`src/rtl/nlp_pkg.sv`:
```
// Shared types and constants for the numeric literal parser.
// Holds the character codes and the character class record.
// No dependencies.
package nlp_pkg;

    localparam int unsigned CharW  = 8;
    localparam int unsigned ValueW = 32;
    localparam int unsigned CountW = 8;
    localparam int unsigned DigitW = 4;

    localparam logic [CharW-1:0] ChMinus  = 8'h2D; // '-'
    localparam logic [CharW-1:0] ChDollar = 8'h24; // '$'
    localparam logic [CharW-1:0] ChPct    = 8'h25; // '%'
    localparam logic [CharW-1:0] ChLowX   = 8'h78; // 'x'
    localparam logic [CharW-1:0] Ch0      = 8'h30;
    localparam logic [CharW-1:0] Ch1      = 8'h31;
    localparam logic [CharW-1:0] Ch9      = 8'h39;
    localparam logic [CharW-1:0] ChLowA   = 8'h61;
    localparam logic [CharW-1:0] ChLowF   = 8'h66;
    localparam logic [CharW-1:0] ChUpA    = 8'h41;
    localparam logic [CharW-1:0] ChUpF    = 8'h46;

    // Classification of one input character
    typedef struct packed {
        logic              is_minus;
        logic              is_hex_pfx;
        logic              is_bin_pfx;
        logic              bin_ok;
        logic              dec_ok;
        logic              hex_ok;
        logic [DigitW-1:0] digit;
    } t_char_class;

endpackage

```
`src/rtl/nlp_char_dec.sv`:
```
// Character classifier for the numeric literal parser.
// Flags prefix and sign codes and decodes the digit value for each radix.
// Depends on nlp_pkg.
module nlp_char_dec
    import nlp_pkg::*;
(
    input  logic [CharW-1:0] i_char,
    output t_char_class      o_class
);

    logic              is_dec;
    logic              is_low;
    logic              is_up;
    logic [CharW-1:0]  off;

    always_comb begin
        is_dec = (i_char >= Ch0)    && (i_char <= Ch9);
        is_low = (i_char >= ChLowA) && (i_char <= ChLowF);
        is_up  = (i_char >= ChUpA)  && (i_char <= ChUpF);

        if (is_dec) begin
            off = i_char - Ch0;
        end else if (is_low) begin
            off = i_char - ChLowA + 8'd10;
        end else if (is_up) begin
            off = i_char - ChUpA + 8'd10;
        end else begin
            off = '0;
        end

        o_class.is_minus   = (i_char == ChMinus);
        o_class.is_hex_pfx = (i_char == ChLowX) || (i_char == ChDollar);
        o_class.is_bin_pfx = (i_char == ChPct);
        o_class.bin_ok     = (i_char == Ch0) || (i_char == Ch1);
        o_class.dec_ok     = is_dec;
        o_class.hex_ok     = is_dec || is_low || is_up;
        o_class.digit      = off[DigitW-1:0];
    end

endmodule

```
`src/rtl/numeric_literal_parser.sv`:
```
// Top level of the streaming numeric literal parser.
// Instantiates nlp_char_dec; depends on nlp_pkg.
//
// One ASCII character enters per word on the slave stream; s_tuser marks the
// first character of a new literal. An optional leading '-' is followed by an
// optional radix prefix ('x' or '$' for hex, '%' for binary; none means
// decimal) and then digits, which build a 32-bit value that wraps modulo 2^32.
// The first character that is not a digit of the current radix ends the
// literal and produces one word on the master stream: the signed value and
// the number of characters of the literal (sign, prefix and digits, the
// ending character excluded, saturating at 255). Characters after the end
// and before the next start flag are dropped; a start flag in the middle of a
// literal drops that literal without a result. The block takes one character
// every cycle while no finished result waits on m_tready. A character passes an
// input register and then the parse state update, which loads the result
// register that drives m_tvalid; the parse state loop (sign, accumulator
// shift-add by a constant radix, count) sets that rate. While a finished result
// waits on m_tready the parse stage holds, and at most one more character is
// taken into the input register.
module numeric_literal_parser
    import nlp_pkg::*;
(
    input  logic        i_clk,
    input  logic        i_rst_n,
    input  logic        s_tvalid,
    output logic        s_tready,
    input  logic [7:0]  s_tdata,   // [7:0] character
    input  logic        s_tuser,   // [0] start_req
    output logic        m_tvalid,
    input  logic        m_tready,
    output logic [39:0] m_tdata    // [31:0] value, [39:32] consumed
);

    typedef enum logic [2:0] {
        PH_IDLE   = 3'd0,
        PH_PREFIX = 3'd1,
        PH_HEX    = 3'd2,
        PH_BIN    = 3'd3,
        PH_DEC    = 3'd4
    } t_phase;

    // Input register
    logic              r_in_valid;
    logic [CharW-1:0]  r_in_char;
    logic              r_in_start;

    // Parse state
    t_phase            r_phase;
    logic              r_neg;
    logic [ValueW-1:0] r_acc;
    logic [CountW-1:0] r_cnt;

    // Result register
    logic              r_out_valid;
    logic [ValueW-1:0] r_out_value;
    logic [CountW-1:0] r_out_count;

    t_phase            n_phase;
    logic              n_neg;
    logic [ValueW-1:0] n_acc;
    logic [CountW-1:0] n_cnt;
    logic              n_emit;

    t_char_class       cls;
    logic              proc_ready;
    logic              fire;
    t_phase            base_phase;
    logic              base_neg;
    logic [ValueW-1:0] base_acc;
    logic [CountW-1:0] base_cnt;
    logic [CountW-1:0] cnt_inc;
    logic [ValueW-1:0] acc_x2;
    logic [ValueW-1:0] acc_x10;
    logic [ValueW-1:0] acc_x16;
    logic [ValueW-1:0] dig_ext;

    nlp_char_dec u_char_dec (
        .i_char  (r_in_char),
        .o_class (cls)
    );

    // The parse stage may advance unless a result is stuck in the output.
    assign proc_ready = !r_out_valid || m_tready;
    assign fire       = r_in_valid && proc_ready;
    assign s_tready   = !r_in_valid || proc_ready;

    always_comb begin
        // A start flag opens a fresh literal before the character is looked at
        base_phase = r_in_start ? PH_PREFIX : r_phase;
        base_neg   = r_in_start ? 1'b0 : r_neg;
        base_acc   = r_in_start ? '0 : r_acc;
        base_cnt   = r_in_start ? '0 : r_cnt;

        cnt_inc = (base_cnt == {CountW{1'b1}}) ? base_cnt : base_cnt + CountW'(1);
        dig_ext = {{(ValueW-DigitW){1'b0}}, cls.digit};
        acc_x2  = {base_acc[ValueW-2:0], 1'b0};
        acc_x16 = {base_acc[ValueW-5:0], 4'b0};
        acc_x10 = {base_acc[ValueW-4:0], 3'b0} + acc_x2;

        n_phase = base_phase;
        n_neg   = base_neg;
        n_acc   = base_acc;
        n_cnt   = base_cnt;
        n_emit  = 1'b0;

        if (r_in_start && cls.is_minus) begin
            n_neg = 1'b1;
            n_cnt = cnt_inc;
        end else begin
            unique case (base_phase)
                PH_PREFIX: begin
                    if (cls.is_hex_pfx) begin
                        n_cnt   = cnt_inc;
                        n_phase = PH_HEX;
                    end else if (cls.is_bin_pfx) begin
                        n_cnt   = cnt_inc;
                        n_phase = PH_BIN;
                    end else if (cls.dec_ok) begin
                        n_acc   = acc_x10 + dig_ext;
                        n_cnt   = cnt_inc;
                        n_phase = PH_DEC;
                    end else begin
                        n_emit  = 1'b1;
                        n_phase = PH_IDLE;
                    end
                end
                PH_HEX: begin
                    if (cls.hex_ok) begin
                        n_acc = acc_x16 + dig_ext;
                        n_cnt = cnt_inc;
                    end else begin
                        n_emit  = 1'b1;
                        n_phase = PH_IDLE;
                    end
                end
                PH_BIN: begin
                    if (cls.bin_ok) begin
                        n_acc = acc_x2 + dig_ext;
                        n_cnt = cnt_inc;
                    end else begin
                        n_emit  = 1'b1;
                        n_phase = PH_IDLE;
                    end
                end
                PH_DEC: begin
                    if (cls.dec_ok) begin
                        n_acc = acc_x10 + dig_ext;
                        n_cnt = cnt_inc;
                    end else begin
                        n_emit  = 1'b1;
                        n_phase = PH_IDLE;
                    end
                end
                default: begin
                    // idle: drop the character
                    n_phase = PH_IDLE;
                end
            endcase
        end
    end

    always_ff @(posedge i_clk) begin
        if (!i_rst_n) begin
            r_in_valid  <= 1'b0;
            r_phase     <= PH_IDLE;
            r_neg       <= 1'b0;
            r_acc       <= '0;
            r_cnt       <= '0;
            r_out_valid <= 1'b0;
        end else begin
            // Capture a new character whenever the input register frees up
            if (s_tready) begin
                r_in_valid <= s_tvalid;
            end
            // Commit the parse update for the held character
            if (fire) begin
                r_phase <= n_phase;
                r_neg   <= n_neg;
                r_acc   <= n_acc;
                r_cnt   <= n_cnt;
            end
            // Load a finished literal, or drop the delivered one
            if (fire && n_emit) begin
                r_out_valid <= 1'b1;
            end else if (m_tready) begin
                r_out_valid <= 1'b0;
            end
        end
        if (s_tready && s_tvalid) begin
            r_in_char  <= s_tdata;
            r_in_start <= s_tuser;
        end
        if (fire && n_emit) begin
            r_out_value <= base_neg ? (ValueW'(0) - base_acc) : base_acc;
            r_out_count <= base_cnt;
        end
    end

    assign m_tvalid = r_out_valid;
    assign m_tdata  = {r_out_count, r_out_value};

`ifndef SYNTHESIS
    // An ending character always returns the parser to idle.
    a_emit_idles: assert property (@(posedge i_clk) disable iff (!i_rst_n)
        (fire && n_emit) |=> (r_phase == PH_IDLE))
        else $error("phase not idle after a literal ended");

    // With the result register empty the input side never stalls.
    a_no_stall: assert property (@(posedge i_clk) disable iff (!i_rst_n)
        !r_out_valid |-> s_tready)
        else $error("input stalled with empty result register");

    // A result appears only when the parse stage committed an ending character.
    a_result_src: assert property (@(posedge i_clk) disable iff (!i_rst_n)
        (!$past(r_out_valid) && r_out_valid) |-> $past(fire && n_emit))
        else $error("result appeared without an ending character");

    // A start flag with a minus leaves a negative literal awaiting its prefix.
    a_minus_start: assert property (@(posedge i_clk) disable iff (!i_rst_n)
        (fire && r_in_start && cls.is_minus) |=> (r_neg && r_phase == PH_PREFIX))
        else $error("leading minus not recorded");
`endif

endmodule
```
`config.mk`:
```
export PLATFORM = sky130hd
export DESIGN_NAME = numeric_literal_parser
export DESIGN_NICKNAME = d
export VERILOG_FILES = /design/src/rtl/nlp_pkg.sv /design/src/rtl/nlp_char_dec.sv /design/src/rtl/numeric_literal_parser.sv
export SDC_FILE = /design/constraint.sdc
export NUM_CORES = 1
export LEC_CHECK = 0
export ABC_AREA = 1
export BUFFER_PORTS_ARGS = -buffer_cell sky130_fd_sc_hd__buf_2
export CAP_MARGIN = 20
export CELL_PAD_IN_SITES_DETAIL_PLACEMENT = 0
export CELL_PAD_IN_SITES_GLOBAL_PLACEMENT = 1
export CORE_ASPECT_RATIO = 0.75
export CORE_MARGIN = 8
export CORE_UTILIZATION = 40
export CTS_CLUSTER_DIAMETER = 30
export CTS_CLUSTER_SIZE = 16
export DETAILED_ROUTE_END_ITERATION = 10
export HOLD_SLACK_MARGIN = 0.08
export PLACE_DENSITY_LB_ADDON = 0.12
export SLEW_MARGIN = 20
export SYNTH_ARGS = -nofsm -noshare
export SYNTH_HDL_FRONTEND = slang
export SYNTH_SLANG_ARGS = --single-unit
```
`constraint.sdc`:
```
create_clock -name i_clk -period 3 [get_ports i_clk]
set_input_delay 0.6 -clock i_clk [delete_from_list [all_inputs] [get_ports i_clk]]
set_output_delay 0.6 -clock i_clk [all_outputs]
set_load 0.01 [all_outputs]
```
==> results of run 1 <==
worst paths after layout:
path / startpoint / to / cells past startpoint
setup / recovery: r_in_char[0]$_DFFE_PP_ / r_acc[14]$_SDFFE_PN0P_ / 23
hold / removal: s_tdata[2] / r_in_char[2]$_DFFE_PP_ / 1
setup reg to reg: r_in_char[0]$_DFFE_PP_ / r_acc[14]$_SDFFE_PN0P_ / 23
hold reg to reg: r_cnt[0]$_SDFFE_PN0P_ / r_cnt[0]$_SDFFE_PN0P_ / 2
worst reg2reg max path, stage by stage, from the launching register on:
cell,delay [ns]
edfxtp_1,0.47
ha_4,0.21
inv_1,0.09
nand3_2,0.11
nand3_4,0.13
nand2_4,0.07
inv_4,0.06
nor2_4,0.04
fa_2,0.54
buf_6,0.10
inv_4,0.03
fa_2,0.39
inv_2,0.07
nand3_2,0.08
nand3_4,0.12
nand2_4,0.07
nand3_4,0.08
buf_4,0.12
nor2_1,0.03
nor2_1,0.08
nand2_1,0.09
nand3_1,0.09
nand2_1,0.05
a21oi_1,0.12
layout make-up:
type                       instances  area (um2)
tap                              306       382.9
inverter                         251       947.2
multi-input combinational       1193        6818
clock inverter                     6       75.07
timing repair buffer             282        2066
sequential                        95        2392
clock buffer                      10       229.0
fill                            2369       10940
where the power goes:
part           internal [mW]  switching [mW]  total (mW)
clock                  0.661           0.554        1.22
sequential              1.39          0.0150        1.41
combinational          0.135           0.234       0.369
through the flow:
stage	cell area, um2	hold WS [ns]	std cells
final	12910	0.4217	2143
after global routing	12910	0.4078	2143
after CTS	12430	0.4114	2134
after detailed placement	11640	0.4574	2093
after global placement	11640	0.4544	2093
after floorplan	9677	0.4440	1566
cell usage after synthesis (all sizes together) (2+ instances only):
master and instances:
ha 65, xnor2 8, xor2 19, nand2 514, clkinv 2, nand3b 6
o21bai 6, a22oi 7, o22ai 9, clkbuf 9, nor3 12, and2 2
nand4 19, nor2 201, a21oi 84, inv 249, buf 18, o211ai 7
a31oi 3, edfxtp 49, o21ai 74, dfxtp 46, nand3 144, fa 3
or2 5
what timing repair did:
item / CTS / global route
pin swaps: 47 / 64
gates resized for setup: 74 / 97
setup endpoints to repair: 28 / 34
setup buffers: 25 / 9
routing by layer:
| metal | share of wire [%] | global-route usage [%] | vias to the layer above | wire [um] |
|---|---|---|---|---|
| met5 | 0.034 | 0 | - | 13 |
| met4 | 1.5 | 4.877 | 2 | 584 |
| met3 | 9.7 | 6.232 | 41 | 3709 |
| met2 | 39 | 36.07 | 468 | 15120 |
| met1 | 49 | 38.58 | 4968 | 18890 |
| li1 | - | - | 5545 | - |
state kept, by name (all words and copies together) (netlist names):
register     count
r_in_char        8
r_cnt            8
r_phase          3
r_in_start       1
m_tvalid         1
r_acc           32
r_in_valid       1
r_out_value     32
r_out_count      8
r_neg            1
cells by family after synthesis:
logic type	Yosys count	share of synthesized area [%]
fa+ha+maj	68	9.063
flops	95	24.82
compound gates	194	11.39
simple gates	904	40.51
buf+inv	278	11.76
xor+xnor	27	2.454
==> metrics.cfg, run 1 <==
[yosys]
syn_avg_cell_area_um2=6.154
ys_seq_elements=95
yosys.cell_types.count=45
synth_top_cells_by_area=nand2_1 (19%), edfxtp_1 (15%), dfxtp_1 (9.6%)
async_flop_share_pct=0
yosysTopAreaCellShare_pct=19.48
synth-seq-area-share_pct=24.82
ys.flop_type=edfxtp_1
synth_edf_count=49
syn_inst=1566
yosys_warnings=0
syn_area_um2=9637
yosysTopAreaCell=nand2_1
syn_nets=1647

[global_routing]
gr-usage-all-layers_pct=25.57
grt_pass1_vias=9983
grt_max_degree=41
antenna_found_initial=1
grt_pass1_wl_mm=58.04
grt_overflow=0

[worst_setup_path]
slowest_stage=fa_2
end_kind=register
critPathArrivalTime_ns=3.59
critPathMostFrequentCell=nand3_4
cpPeakStageDelay_ns=0.54
crit_family=adder cells
path_cells=ha_4 -> inv_1 -> nand3_2 -> nand3_4 -> nand2_4 -> inv_4 -> nor2_4 -> fa_2 -> buf_6 -> inv_4 -> fa_2 -> inv_2 -> nand3_2 -> nand3_4 -> nand2_4 -> nand3_4 -> buf_4 -> nor2_1 -> nor2_1 -> nand2_1 -> nand3_1 -> nand2_1 -> a21oi_1
path_buf_inv=6
ff2ff_setup_slack_ns=-0.30
crit_type=register to register
crit_required_ns=3.30
worstSetupStartpointType=register
cp_max_fo=5

[floorplanning]
pin_count=55
die_area_um2=29370
core_um2=23850
chipHeight_um=150.4
die_w_um=195.2
floorplan.initialDensity_pct=40.41
rows=49

[route]
wl_per_cell_um=17.88
viasPerCell=5.144
wirelength_mm=38.32
drtIter0Drc=1142
drt.antenna.violating_nets=0
drc=0
firstDrtPassIters=8
dr_total_vias=11020

[finish]
final_common_cell=nand2_1
synthToLayoutAreaGrowth_pct=33.97
nets=1913
final_cell_mix=nand2_1 (463), inv_1 (225), buf_4 (215)
postLayoutCoreUtil_pct=54.13
drive_gt1_share_pct=27.33
diodes=0

[status]
violations=negative setup slack
status=finished, violations left

[clocking]
cts_tree=done
cts-root-buf=clkbuf_16
clk_pin_slew_ns=0.08
cts_sinks=95
clk_latency_ns=0.36
cts_made_buffers=9
cts_hold_buf=0
htreeDepth=3
cts.path.max_buffers=2

[placed_design]
numPortBuffers=54
dpl_worst_slack_ns=-0.4381
dpl.hpwl_mm=31.06
gp_congestion=0.9588

[timing]
fin_tns_setup_ns=-6.011
maxSlewViolCount=0
fmax_mhz=303.4
finalWorstSetupSlack_ns=-0.2961
fin_crit_sh_pct=109.9
rsz0062_at_grt=yes
setup_viol=29
hold_viol=0
worst_pin_slew_ns=0.5477
timing.final.crit_period_ns=3.296
skew_ns=0.01600
slew_headroom_pct=63.35

[job]
max-cap-violations=0

[power_and_ir_drop]
peakVddDrop_v=0.0003553
pwr_density_cell_nw_per_um2=231.7
leakage_nw=6.469
finalPower_mw=2.991

[worst_hold_path]
hold_class=primary input to register

Power figures use the tool's default switching activity.
==> run 2: changes to the inputs <==
--- a/config.mk
+++ b/config.mk
@@ -8,11 +8,9 @@
 export ABC_AREA = 1
 export BUFFER_PORTS_ARGS = -buffer_cell sky130_fd_sc_hd__buf_2
 export CAP_MARGIN = 20
-export CELL_PAD_IN_SITES_DETAIL_PLACEMENT = 0
-export CELL_PAD_IN_SITES_GLOBAL_PLACEMENT = 1
 export CORE_ASPECT_RATIO = 0.75
 export CORE_MARGIN = 8
-export CORE_UTILIZATION = 40
+export CORE_UTILIZATION = 57
 export CTS_CLUSTER_DIAMETER = 30
 export CTS_CLUSTER_SIZE = 16
 export DETAILED_ROUTE_END_ITERATION = 10
==> metrics.cfg, run 2 (synthesis gave the netlist of run 1 again) <==
[floorplanning]
pin_count=55  ; unchanged
die_area_um2=21370  ; -27%
core_um2=16670  ; -30%
floorplan.initialDensity_pct=57.80  ; +17 points
rows=41  ; -16%
chipHeight_um=128.6  ; -15%
die_w_um=166.1  ; -15%

[clocking]
cts_made_buffers=9  ; unchanged
clk_pin_slew_ns=0.08  ; about the same
cts_tree=done
cts.path.max_buffers=2  ; unchanged
htreeDepth=3  ; unchanged
cts-root-buf=clkbuf_16
cts_sinks=95  ; unchanged
clk_latency_ns=0.36  ; about the same

[worst_setup_path]
end_kind=register
worstSetupStartpointType=register
crit_type=register to register
critPathArrivalTime_ns=3.76  ; +0.17 ns
crit_required_ns=3.29  ; about the same
r2r_start=r_in_char[0]$_DFFE_PP_
ff2ff_setup_slack_ns=-0.47  ; -0.17 ns
cp_max_fo=4  ; -1
crit_path_start=r_in_char[0]$_DFFE_PP_

[global_routing]
grt_max_degree=41  ; unchanged
grt_overflow=0  ; unchanged
antenna_found_initial=0  ; -1
gr-usage-all-layers_pct=33.71  ; +8.1 points
grt_pass1_wl_mm=56.88  ; -2.0%
grt_pass1_vias=10720  ; +7.3%

[status]
violations=negative setup slack
status=finished, violations left

[timing]
hold_viol=0  ; unchanged
finalWorstSetupSlack_ns=-0.4667  ; -0.1706 ns
setup_viol=35  ; +21%
worst_pin_slew_ns=0.5738  ; +0.02615 ns
rsz0062_at_grt=yes
fmax_mhz=288.5  ; -4.9%
fin_crit_sh_pct=115.6  ; +5.7 points
fin_tns_setup_ns=-10.38  ; -4.367 ns
timing.final.crit_period_ns=3.467  ; +0.1706 ns
whs_ns=0.4133  ; -0.008465 ns
maxSlewViolCount=0  ; unchanged
slew_headroom_pct=61.54  ; -1.8 points
skew_ns=0.01133  ; -0.004670 ns

[route]
drt.antenna.violating_nets=0  ; unchanged
dr_total_vias=11730  ; +6.4%
drc=0  ; unchanged
wirelength_mm=38.56  ; +0.64%
drtIter0Drc=1703  ; +49%
wl_per_cell_um=19.19  ; +7.4%
viasPerCell=5.837  ; +13%
firstDrtPassIters=11  ; +3

[power_and_ir_drop]
leakage_nw=6.208  ; -4.0%
pwr_density_cell_nw_per_um2=239.0  ; +3.2%
peakVddDrop_v=0.0002373  ; -33%

[finish]
postLayoutCoreUtil_pct=73.92  ; +20 points
nets=1870  ; -2.2%
final_cells=2009  ; -6.3%
diodes=0  ; unchanged
synthToLayoutAreaGrowth_pct=27.89
final_cell_mix=nand2_1 (471), inv_1 (225), buf_4 (173)
reg.largest.list=r_acc x32, r_out_value x32
final_common_cell=nand2_1
drive_gt1_share_pct=24.64  ; -2.7 points

[worst_hold_path]
hold_class=primary input to register
hp-start=s_tuser

[placed_design]
numPortBuffers=54  ; unchanged
gp_congestion=1.046  ; +9.1%
placed_cells=1958  ; -6.5%
dpl.hpwl_mm=28.08  ; -9.6%

[job]
max-cap-violations=0  ; unchanged

run 2: cell count changes in the layout (fill, tap and decap cells not counted), moves of 3 or more:
cell	before	now
nor2_2	28	31
nand3_2	34	23
nand2_2	40	32
nand2_1	463	471
o21ai_1	15	11
nand3_1	96	113
buf_4	215	173
nand3_4	14	8
o21ai_2	3	7
run 2: metal layers:
layer	vias to the layer above	part of all wire, %	GRT usage (%)
li1	5449	-	-
met1	5241	40	44.95
met2	877	41	51.24
met3	159	15	10.99
met4	0	3.4	10.29
met5	-	0	0
run 2: power breakdown:
part,switching (mW),leakage (nW),internal (mW)
clock network,0.589,0.129,0.579
registers,0.0178,0.813,1.39
logic,0.244,5.27,0.125
total,0.851,6.21,2.09
run 2: repair_timing:
item / CTS / global route
endpoints found under the hold margin: 0 / 0
setup buffers: 26 / 9
endpoints found under the setup margin: 28 / 39
gates resized for setup: 86 / 60
gates cloned: 0 / 1
hold buffers: 0 / 0
pin swaps: 53 / 41
run 2: layout make-up:
| class | count | area, um2 |
|---|---|---|
| tap | 215 | 269.0 |
| clock inverter | 6 | 53.80 |
| sequential | 95 | 2392 |
| multi-input combinational | 1193 | 6703 |
| inverter | 251 | 947.2 |
| timing repair buffer | 239 | 1730 |
| clock buffer | 10 | 229.0 |
| fill | 1306 | 4348 |
run 2: through the flow:
step           worst slack, ns  power, mW  cell area, um2
2_1_floorplan          -0.1477      1.615            9677
3_3_place_gp           -0.2092      1.736           11190
3_5_place_dp           -0.3516      1.742           11190
4_1_cts                -0.1932      2.897           12020
5_1_grt                -0.5611      3.011           12320
6_report               -0.4667      2.945           12320
run 2: worst paths after layout:
path | endpoint | depth (start not counted)
max | r_acc[14]$_SDFFE_PN0P_ | 21
min | r_in_start$_DFFE_PP_ | 1
max reg2reg | r_acc[14]$_SDFFE_PN0P_ | 21
min reg2reg | r_cnt[1]$_SDFFE_PN0P_ | 2
run 2: critical path, stage by stage (launching register included):
cell and delay (ns):
edfxtp_1 0.50, inv_2 0.13, ha_4 0.17, nand3_1 0.16, nand3_4 0.16, nand2_4 0.08, inv_4 0.07, nor2_4 0.04
fa_2 0.59, inv_2 0.06, fa_2 0.40, inv_2 0.08, nand3_2 0.10, nand3_4 0.12, nand2_1 0.11, nand3_4 0.10
nor2_1 0.05, nor2_1 0.08, nand2_1 0.10, nand3_2 0.10, nand2_1 0.05, a21oi_1 0.13
